### src/design/rhc_pkg.sv
// ----------------------------------------------------------------------------
// rhc_pkg
// Shared types and constants for the RGB/HSV pixel converter.
// ----------------------------------------------------------------------------
package rhc_pkg;

    // Default fixed-point formats
    localparam int HUE_FRAC_BITS_DEF = 6;
    localparam int SAT_FRAC_BITS_DEF = 15;

    // Reciprocals for exact floor division of narrow values
    localparam logic [15:0] RECIP15 = 16'd4369;   // 65535 / 15
    localparam logic [15:0] RECIP3  = 16'd21846;  // (65536 + 2) / 3

    // Conversion direction held in the mode register
    typedef enum logic {
        MODE_RGB_TO_HSV = 1'b0,
        MODE_HSV_TO_RGB = 1'b1
    } mode_t;

endpackage

### src/design/rgb_hsv_converter.sv
// ----------------------------------------------------------------------------
// rgb_hsv_converter
// Pipelined per-pixel converter between RGB and HSV color spaces.
// ----------------------------------------------------------------------------
// Usage:
//   The input channel carries one pixel per request (in_valid / in_stall),
//   the output channel one converted pixel (out_valid / out_stall).
//   cfg_write_en / cfg_write_data load the direction register: 0 turns
//   RGB into HSV, 1 turns HSV into RGB. Write it only while the pipeline
//   is empty; each request samples the mode as it enters.
//   Throughput is one pixel per clock while out_stall is low. The depth of
//   the pipeline is set by the two radix-2 restoring dividers (hue over
//   delta, saturation over max) that resolve one quotient bit per stage.
//   Reset empties the pipeline and selects RGB to HSV.
//   While a result waits under out_stall the whole pipeline holds and
//   in_stall is raised; nothing is dropped or repeated.
//   Hue is degrees * 2^HUE_FRAC_BITS, saturation is Q(SAT_FRAC_BITS).
// ----------------------------------------------------------------------------
module rgb_hsv_converter
    import rhc_pkg::*;
#(
    parameter int HUE_FRAC_BITS = HUE_FRAC_BITS_DEF,
    parameter int SAT_FRAC_BITS = SAT_FRAC_BITS_DEF
)(
    input  logic        clk,
    input  logic        rst_n,
    input  logic        cfg_write_en,
    input  logic        cfg_write_data,
    input  logic        in_valid,
    output logic        in_stall,
    input  logic [7:0]  in_red,
    input  logic [7:0]  in_green,
    input  logic [7:0]  in_blue,
    input  logic [14:0] in_hue,
    input  logic [15:0] in_saturation,
    input  logic [7:0]  in_value,
    output logic        out_valid,
    input  logic        out_stall,
    output logic [7:0]  out_red,
    output logic [7:0]  out_green,
    output logic [7:0]  out_blue,
    output logic [14:0] out_hue,
    output logic [15:0] out_saturation,
    output logic [7:0]  out_value
);

    localparam int SB         = SAT_FRAC_BITS;
    localparam int SECTOR_LEN = 60 * (1 << HUE_FRAC_BITS);
    localparam int FULL       = 6 * SECTOR_LEN;
    localparam int HW         = $clog2(FULL + 1);
    localparam int WW         = $clog2(SECTOR_LEN + 1);
    localparam int QW         = $clog2((1 << 15) / SECTOR_LEN + 1);
    localparam int ONE        = 1 << SB;
    localparam int SW         = SB + 1;
    localparam int CW         = SB + 8;
    localparam int PW         = CW + WW;
    localparam int NUMW       = PW + 2;
    localparam int YW         = 12;
    localparam int HNW        = $clog2(255 * (4 * SECTOR_LEN + 1) + 1);
    localparam int HQB        = $clog2(2 * SECTOR_LEN + 1);
    localparam int HDDW       = HNW + HQB;
    localparam int SNW        = SB + 10;
    localparam int SQB        = SB + 1;
    localparam int SDDW       = SNW + SQB;
    localparam int K          = (HQB > SQB) ? HQB : SQB;
    localparam int L          = K + 2;

    // ------------------------------------------------------------------
    // Control
    // ------------------------------------------------------------------
    logic  adv;
    mode_t cfg_mode_reg;
    logic  valid_reg [1:L];
    mode_t mode_reg  [1:L];

    assign in_stall  = valid_reg[L] && out_stall;
    assign adv       = !in_stall;
    assign out_valid = valid_reg[L];

    // Hold mode register and advance valid bits
    always_ff @(posedge clk or negedge rst_n)
    begin
        if (!rst_n)
        begin
            cfg_mode_reg <= MODE_RGB_TO_HSV;
            for (int i = 1; i <= L; i++)
            begin
                valid_reg[i] <= 1'b0;
            end
        end
        else
        begin
            if (cfg_write_en)
            begin
                cfg_mode_reg <= mode_t'(cfg_write_data);
            end
            if (adv)
            begin
                valid_reg[1] <= in_valid;
                for (int i = 2; i <= L; i++)
                begin
                    valid_reg[i] <= valid_reg[i-1];
                end
            end
        end
    end

    // Advance mode tags with the data
    always_ff @(posedge clk)
    begin
        if (adv)
        begin
            mode_reg[1] <= cfg_mode_reg;
            for (int i = 2; i <= L; i++)
            begin
                mode_reg[i] <= mode_reg[i-1];
            end
        end
    end

    // ------------------------------------------------------------------
    // RGB to HSV: prepare divider operands
    // ------------------------------------------------------------------
    logic [7:0]     mx, mn, dl;
    logic [8:0]     hsum;
    logic [HW-1:0]  base;
    logic [HNW-1:0] hnum;
    logic [SNW-1:0] snum;

    always_comb
    begin
        mx = in_red;
        mn = in_red;
        if (in_green > mx) mx = in_green;
        if (in_blue  > mx) mx = in_blue;
        if (in_green < mn) mn = in_green;
        if (in_blue  < mn) mn = in_blue;
        dl = mx - mn;
        // diff + delta stays non-negative in every sector
        if (mx == in_red)
        begin
            hsum = 9'(in_green) + 9'(dl) - 9'(in_blue);
            base = (in_green < in_blue) ? HW'(FULL) : '0;
        end
        else if (mx == in_green)
        begin
            hsum = 9'(in_blue) + 9'(dl) - 9'(in_red);
            base = HW'(2 * SECTOR_LEN);
        end
        else
        begin
            hsum = 9'(in_red) + 9'(dl) - 9'(in_green);
            base = HW'(4 * SECTOR_LEN);
        end
        hnum = HNW'(hsum) * HNW'(2 * SECTOR_LEN) + HNW'(dl);
        snum = (SNW'(dl) << (SB + 1)) + SNW'(mx);
    end

    // ------------------------------------------------------------------
    // Divider pipelines: one quotient bit per stage
    // ------------------------------------------------------------------
    logic [HNW-1:0] hrem_reg  [1:K+1];
    logic [HQB-1:0] hq_reg    [1:K+1];
    logic [8:0]     hdv_reg   [1:K+1];
    logic [SNW-1:0] srem_reg  [1:K+1];
    logic [SQB-1:0] sq_reg    [1:K+1];
    logic [8:0]     sdv_reg   [1:K+1];
    logic [HW-1:0]  base_reg  [1:K+1];
    logic [7:0]     mx_reg    [1:K+1];
    logic           dz_reg    [1:K+1];
    logic           mz_reg    [1:K+1];

    logic [HNW-1:0] hrem_next [2:K+1];
    logic [HQB-1:0] hq_next   [2:K+1];
    logic [SNW-1:0] srem_next [2:K+1];
    logic [SQB-1:0] sq_next   [2:K+1];
    logic [HDDW-1:0] hsh      [1:K];
    logic [SDDW-1:0] ssh      [1:K];

    // Restoring division steps
    always_comb
    begin
        for (int i = 1; i <= K; i++)
        begin
            hsh[i]         = HDDW'(hdv_reg[i]) << (HQB - i);
            ssh[i]         = SDDW'(sdv_reg[i]) << (SQB - i);
            hrem_next[i+1] = hrem_reg[i];
            hq_next[i+1]   = hq_reg[i];
            srem_next[i+1] = srem_reg[i];
            sq_next[i+1]   = sq_reg[i];
            if (i <= HQB)
            begin
                if (HDDW'(hrem_reg[i]) >= hsh[i])
                begin
                    hrem_next[i+1] = hrem_reg[i] - HNW'(hsh[i]);
                    hq_next[i+1]   = hq_reg[i] | (HQB'(1) << (HQB - i));
                end
            end
            if (i <= SQB)
            begin
                if (SDDW'(srem_reg[i]) >= ssh[i])
                begin
                    srem_next[i+1] = srem_reg[i] - SNW'(ssh[i]);
                    sq_next[i+1]   = sq_reg[i] | (SQB'(1) << (SQB - i));
                end
            end
        end
    end

    // Load and advance divider stages
    always_ff @(posedge clk)
    begin
        if (adv)
        begin
            hrem_reg[1] <= hnum;
            hq_reg[1]   <= '0;
            hdv_reg[1]  <= {dl, 1'b0};
            srem_reg[1] <= snum;
            sq_reg[1]   <= '0;
            sdv_reg[1]  <= {mx, 1'b0};
            base_reg[1] <= base;
            mx_reg[1]   <= mx;
            dz_reg[1]   <= (dl == 8'd0);
            mz_reg[1]   <= (mx == 8'd0);
            for (int i = 2; i <= K + 1; i++)
            begin
                hrem_reg[i] <= hrem_next[i];
                hq_reg[i]   <= hq_next[i];
                hdv_reg[i]  <= hdv_reg[i-1];
                srem_reg[i] <= srem_next[i];
                sq_reg[i]   <= sq_next[i];
                sdv_reg[i]  <= sdv_reg[i-1];
                base_reg[i] <= base_reg[i-1];
                mx_reg[i]   <= mx_reg[i-1];
                dz_reg[i]   <= dz_reg[i-1];
                mz_reg[i]   <= mz_reg[i-1];
            end
        end
    end

    // ------------------------------------------------------------------
    // HSV to RGB: six stages, then a delay line to the output
    // ------------------------------------------------------------------
    logic [QW-1:0]  h1_q_reg,  h1_q_next;
    logic [14:0]    h1_h_reg;
    logic [SW-1:0]  h1_s_reg,  h1_s_next;
    logic [7:0]     h1_v_reg;
    logic [16:0]    s_ext;
    logic [31:0]    q_prod;

    logic [QW-1:0]  h2_q_reg;
    logic [QW-1:0]  h2_q3_reg, h2_q3_next;
    logic [CW-1:0]  h2_c_reg,  h2_c_next;
    logic [WW-1:0]  h2_f_reg,  h2_f_next;
    logic [7:0]     h2_v_reg;
    logic [31:0]    q3_prod;

    logic [2:0]     h3_sec_reg, h3_sec_next;
    logic [WW-1:0]  h3_w_reg,   h3_w_next;
    logic [CW-1:0]  h3_m_reg,   h3_m_next;
    logic [CW-1:0]  h3_c_reg;
    logic [7:0]     h3_v_reg;

    logic [PW-1:0]  h4_p1_reg,  h4_p1_next;
    logic [PW-1:0]  h4_p2_reg,  h4_p2_next;
    logic [7:0]     h4_lo_reg,  h4_lo_next;
    logic [2:0]     h4_sec_reg;
    logic [7:0]     h4_v_reg;

    logic [YW-1:0]  h5_y_reg,   h5_y_next;
    logic [7:0]     h5_lo_reg;
    logic [2:0]     h5_sec_reg;
    logic [7:0]     h5_v_reg;
    logic [NUMW-1:0] num_mid;

    logic [7:0]     mid;
    logic [27:0]    mid_prod;
    logic [23:0]    rgb_next;
    logic [23:0]    rgb_reg [6:L-1];

    // Stage 1: clamp saturation, sector count by reciprocal
    always_comb
    begin
        s_ext     = {1'b0, in_saturation};
        h1_s_next = (s_ext > 17'(ONE)) ? SW'(ONE) : SW'(s_ext);
        q_prod    = (32'(in_hue >> (HUE_FRAC_BITS + 2)) + 32'd1) * 32'(RECIP15);
        h1_q_next = QW'(q_prod >> 16);
    end

    // Stage 2: chroma, position within sector, count over six
    always_comb
    begin
        h2_c_next  = CW'(h1_v_reg) * CW'(h1_s_reg);
        h2_f_next  = WW'(h1_h_reg - 15'(32'(h1_q_reg) * 32'(SECTOR_LEN)));
        q3_prod    = 32'(h1_q_reg >> 1) * 32'(RECIP3);
        h2_q3_next = QW'(q3_prod >> 16);
    end

    // Stage 3: sector, ramp weight, offset m
    always_comb
    begin
        h3_sec_next = 3'(h2_q_reg - QW'(6) * h2_q3_reg);
        h3_w_next   = h2_q_reg[0] ? WW'(SECTOR_LEN) - h2_f_reg : h2_f_reg;
        h3_m_next   = (CW'(h2_v_reg) << SB) - h2_c_reg;
    end

    // Stage 4: products and the lowest channel
    always_comb
    begin
        h4_p1_next = PW'(h3_c_reg) * PW'(h3_w_reg);
        h4_p2_next = PW'(h3_m_reg) * PW'(SECTOR_LEN);
        h4_lo_next = 8'(((CW+1)'(h3_m_reg) + (CW+1)'(1 << (SB - 1))) >> SB);
    end

    // Stage 5: round and scale down to a count of fifteenths
    always_comb
    begin
        num_mid   = ((NUMW'(h4_p1_reg) + NUMW'(h4_p2_reg)) << 1)
                  + (NUMW'(SECTOR_LEN) << SB);
        h5_y_next = YW'(num_mid >> (SB + HUE_FRAC_BITS + 3));
    end

    // Stage 6: divide by fifteen, route channels by sector
    always_comb
    begin
        mid_prod = (28'(h5_y_reg) + 28'd1) * 28'(RECIP15);
        mid      = 8'(mid_prod >> 16);
        case (h5_sec_reg)
            3'd0:    rgb_next = {h5_v_reg, mid, h5_lo_reg};
            3'd1:    rgb_next = {mid, h5_v_reg, h5_lo_reg};
            3'd2:    rgb_next = {h5_lo_reg, h5_v_reg, mid};
            3'd3:    rgb_next = {h5_lo_reg, mid, h5_v_reg};
            3'd4:    rgb_next = {mid, h5_lo_reg, h5_v_reg};
            default: rgb_next = {h5_v_reg, h5_lo_reg, mid};
        endcase
    end

    // Advance HSV to RGB stages
    always_ff @(posedge clk)
    begin
        if (adv)
        begin
            h1_q_reg   <= h1_q_next;
            h1_h_reg   <= in_hue;
            h1_s_reg   <= h1_s_next;
            h1_v_reg   <= in_value;
            h2_q_reg   <= h1_q_reg;
            h2_q3_reg  <= h2_q3_next;
            h2_c_reg   <= h2_c_next;
            h2_f_reg   <= h2_f_next;
            h2_v_reg   <= h1_v_reg;
            h3_sec_reg <= h3_sec_next;
            h3_w_reg   <= h3_w_next;
            h3_m_reg   <= h3_m_next;
            h3_c_reg   <= h2_c_reg;
            h3_v_reg   <= h2_v_reg;
            h4_p1_reg  <= h4_p1_next;
            h4_p2_reg  <= h4_p2_next;
            h4_lo_reg  <= h4_lo_next;
            h4_sec_reg <= h3_sec_reg;
            h4_v_reg   <= h3_v_reg;
            h5_y_reg   <= h5_y_next;
            h5_lo_reg  <= h4_lo_reg;
            h5_sec_reg <= h4_sec_reg;
            h5_v_reg   <= h4_v_reg;
            rgb_reg[6] <= rgb_next;
            for (int i = 7; i <= L - 1; i++)
            begin
                rgb_reg[i] <= rgb_reg[i-1];
            end
        end
    end

    // ------------------------------------------------------------------
    // Output stage
    // ------------------------------------------------------------------
    logic [HW:0]   hue_sum, hue_fin;
    logic [7:0]    out_red_next, out_green_next, out_blue_next, out_value_next;
    logic [14:0]   out_hue_next;
    logic [15:0]   out_sat_next;
    logic [7:0]    out_red_reg, out_green_reg, out_blue_reg, out_value_reg;
    logic [14:0]   out_hue_reg;
    logic [15:0]   out_sat_reg;

    // Finish hue and saturation, select fields by mode
    always_comb
    begin
        hue_sum = (HW+1)'(base_reg[K+1]) + (HW+1)'(hq_reg[K+1])
                - (HW+1)'(SECTOR_LEN);
        hue_fin = (hue_sum >= (HW+1)'(FULL)) ? hue_sum - (HW+1)'(FULL) : hue_sum;
        if (dz_reg[K+1])
        begin
            hue_fin = '0;
        end
        out_red_next   = '0;
        out_green_next = '0;
        out_blue_next  = '0;
        out_hue_next   = '0;
        out_sat_next   = '0;
        out_value_next = '0;
        if (mode_reg[L-1] == MODE_HSV_TO_RGB)
        begin
            {out_red_next, out_green_next, out_blue_next} = rgb_reg[L-1];
        end
        else
        begin
            out_hue_next   = 15'(hue_fin);
            out_sat_next   = mz_reg[K+1] ? 16'd0 : 16'(sq_reg[K+1]);
            out_value_next = mx_reg[K+1];
        end
    end

    // Hold the result until taken
    always_ff @(posedge clk)
    begin
        if (adv)
        begin
            out_red_reg   <= out_red_next;
            out_green_reg <= out_green_next;
            out_blue_reg  <= out_blue_next;
            out_hue_reg   <= out_hue_next;
            out_sat_reg   <= out_sat_next;
            out_value_reg <= out_value_next;
        end
    end

    assign out_red        = out_red_reg;
    assign out_green      = out_green_reg;
    assign out_blue       = out_blue_reg;
    assign out_hue        = out_hue_reg;
    assign out_saturation = out_sat_reg;
    assign out_value      = out_value_reg;

endmodule

### config.mk
export PLATFORM = sky130hd
export DESIGN_NAME = rgb_hsv_converter
export DESIGN_NICKNAME = d
export VERILOG_FILES = /design/src/design/rhc_pkg.sv /design/src/design/rgb_hsv_converter.sv
export SDC_FILE = /design/constraint.sdc
export NUM_CORES = 2
export LEC_CHECK = 0
export ABC_AREA = 1
export BUFFER_PORTS_ARGS = -buffer_cell sky130_fd_sc_hd__buf_2
export CORE_UTILIZATION = 26
export CTS_BUF_LIST = sky130_fd_sc_hd__clkbuf_16
export CTS_CLUSTER_DIAMETER = 40
export DETAILED_ROUTE_END_ITERATION = 8
export MAX_ROUTING_LAYER = met4
export PLACE_DENSITY = 0.4
export SETUP_SLACK_MARGIN = 0.5
export SLEW_MARGIN = 40
export SYNTH_ARGS = -nofsm -noshare
export SYNTH_HDL_FRONTEND = slang
export SYNTH_SLANG_ARGS = --single-unit
### constraint.sdc
create_clock -name clk -period 100.1 [get_ports clk]
set_input_delay 15.015 -clock clk [delete_from_list [all_inputs] [get_ports clk]]
set_output_delay 15.015 -clock clk [all_outputs]
set_load 0.1 [all_outputs]
==> results.md <==
- Async set-reset flop share out of synthesis: about 1.1%
- Fraction of layout cells with a size suffix above 1: about 8.7%
- Final nets: around 9500
- Max-Slew Margin vs Limit: between 40% and 50%
- Antenna violations before repair: 7
- Top cells by area, synth: edfxtp_1, fa_1, ha_1, inv_1, nand2_1
- Critical Path Sink Type: output port
- Die Wd: roughly 600 microns
- Clk_lat worst skew: between 0.8 and 0.9 ns
- Max FFs per register: approximately 290
- Synth Register Bits: 1709
- Ys flop type: edfxtp_1
- Worst-path clk slew: ~0.050 ns
- Final Hold Fails: 0
- Routing usage on met3: roughly 1.9%
- Antenna Nets Post-Route: 0
- I/O pin cnt: around 130
- Yosys cell types: 68
- Site row count: between 200 and 250
- Synth warn: 0
- Clk buf depth: 4
- Total GRT Usage: between 10% and 20%
- Largest net degree at the start of global routing: 172
- Setup bufs post-CTS: 0
- Post-CTS Resized: 0
- TritonCTS Buffers: roughly 320
- Routed WL per cell: between 10 and 15 microns
- Cts hold-fix bufs: 0
- WP data required: around 85 ns
- DRT Pass-1 Iters: 5
- First-pass GRT wire length: about 300 mm
- Worst-Margin Slew: roughly 0.83 ns
- Final setup viols: 0
- DP HPWL: 139 mm
- CP max FO: 58
- Tmin final: ~32 ns
- Die height: ~600 microns
- CTS H-tree depth: 5
- Leading area contributor after synthesis: edfxtp_1
- Vias in the first global route: 58742
- Outcome: complete, no violations
- Hold Path Stages: 0
- Nature of the critical path startpoint: input pin
- Hold Crit Class: reg -> reg
- Via density per instance: approximately 4.2
- Number of synthesized flops with an enable pin: 1690
- Cell Area, Synth: approximately 0.092 sq mm
- Synth top area share: between 50% and 60%
- Synth Net Count: ~9000
- TritonCTS clock tree: yes
- Top-count cell post-synth: edfxtp_1
- Fill count: 35428
- Initial DRC Count: 2361
- Routability congestion estimate: roughly 0.85
- Post-synth top cells: edfxtp_1, inv_1, nand2_1
- Fmax: roughly 32 MHz
- Via Count: ~56000
- Core Area: around 0.35 sq mm
- Final Slew Violations: 0
- CTS root buffer: clkbuf_16
- Arr. time, crit path: between 15 and 20 ns
- Crit share post-route: between 30% and 40%
- Clock Skews: 0.0788 ns
- Max Cap Viol: 0
- Worst Setup Path Type: in -> out
- PortBufs: 133
- Gr busiest metal: met2
- Area Overhead vs Synth: 19.2%
- Die area: between 0.3 and 0.4 sq mm
- Setup TNS: 0 ns
- GRT overflow: 0
- Remaining routing DRC violations: 0
- M1 GR Usage: approximately 13%
- Drt total wl: about 190 mm
- Synthesized area per cell: between 10 and 15 sq um
- Starting Density: 26.2%
- Unrepaired setup endpoints after global routing: no
- Synth Instances: between 8000 and 9000
- R2R cell count: 22
- Clock Sinks: 1709
- Sequential area share after synthesis: 55.4%
- Met2 usage: between 15 and 20%
## kinds of logic (layout without fill, tap and decap cells)
family / Yosys count / in the layout / share of synthesized area [%]
muxes: 1 / 1 / 0.0122
and+or+nand+nor: 2421 / 2421 / 11.0
DFF: 1709 / 1709 / 55.4
buffers and inverters: 1520 / 2157 / 6.23
other: 0 / 3 / 0
AOI/OAI and AO/OA: 947 / 947 / 5.72
adders and majority gates: 995 / 995 / 16.8
xor gates and xnor gates: 513 / 513 / 4.86
## worst paths after layout
check | from | end | slack [ns]
setup / recovery | out_stall | in_stall | 68.36
hold / removal | h3_v_reg[2] | h4_v_reg[2] | 0.40
setup reg to reg | h3_c_reg[7] | h4_p1_reg[30] | 93.63
hold reg to reg | h3_v_reg[2] | h4_v_reg[2] | 0.40
max in group asynchronous | rst_n | valid_reg[11] | 85.67
min in group asynchronous | rst_n | out_valid | 14.12
## cell type report
class                           instances  area [sq um]  area share [%]
Timing Repair Buffer                  184          1210            1.10
Clock buffer                          326          8160            7.40
Sequential cell                      1709         51200            46.5
Antenna cell                            3          7.51         0.00681
Tap cell                             4730          5920            5.37
Clock inverter                        261          3000            2.72
Multi-Input combinational cell       4877         35500            32.2
Inverter                             1386          5200            4.72
## routing by layer
layer | part of all wire (%) | wire length (microns)
met1 | 45 | 84800
met2 | 48 | 89300
met3 | 4.2 | 7760
met5 | 0 | 0
met4 | 2.8 | 5230
## worst max-delay path, stage by stage
cell	delay, ns
buf_2	0.11
nand2_4	0.52
clkinv_1	0.60
buf_2	0.46
## cells in the final DEF (no fill, tap or decap), types with 73 or more instances in the layout
cell / count
a21oi_1: 395
nor3_1: 113
nand4_1: 90
o21ai_0: 351
nor4_1: 73
ha_1: 584
xor2_1: 328
inv_1: 1410
edfxtp_1: 1690
fa_1: 411
nor2_1: 480
nand3_1: 201
clkbuf_16: 326
nand2_1: 1373
buf_2: 133
xnor2_1: 185
## through the flow
step	instances	cell area [sq um]	utilization [%]	setup slack [ns]	hold slack, ns
floorplan	8106	92500	-	36.75	0.400
global placement	12875	98900	28.0	68.32	0.401
detailed placement	12883	99000	28.0	68.26	0.405
CTS	13470	110000	31.2	68.26	0.400
global route	13475	110000	31.2	68.13	0.400
finish	13476	110000	31.2	68.36	0.405
Power is not shown: default switching activity piles up to over one toggle a cycle in this logic, so the estimate is an artifact.
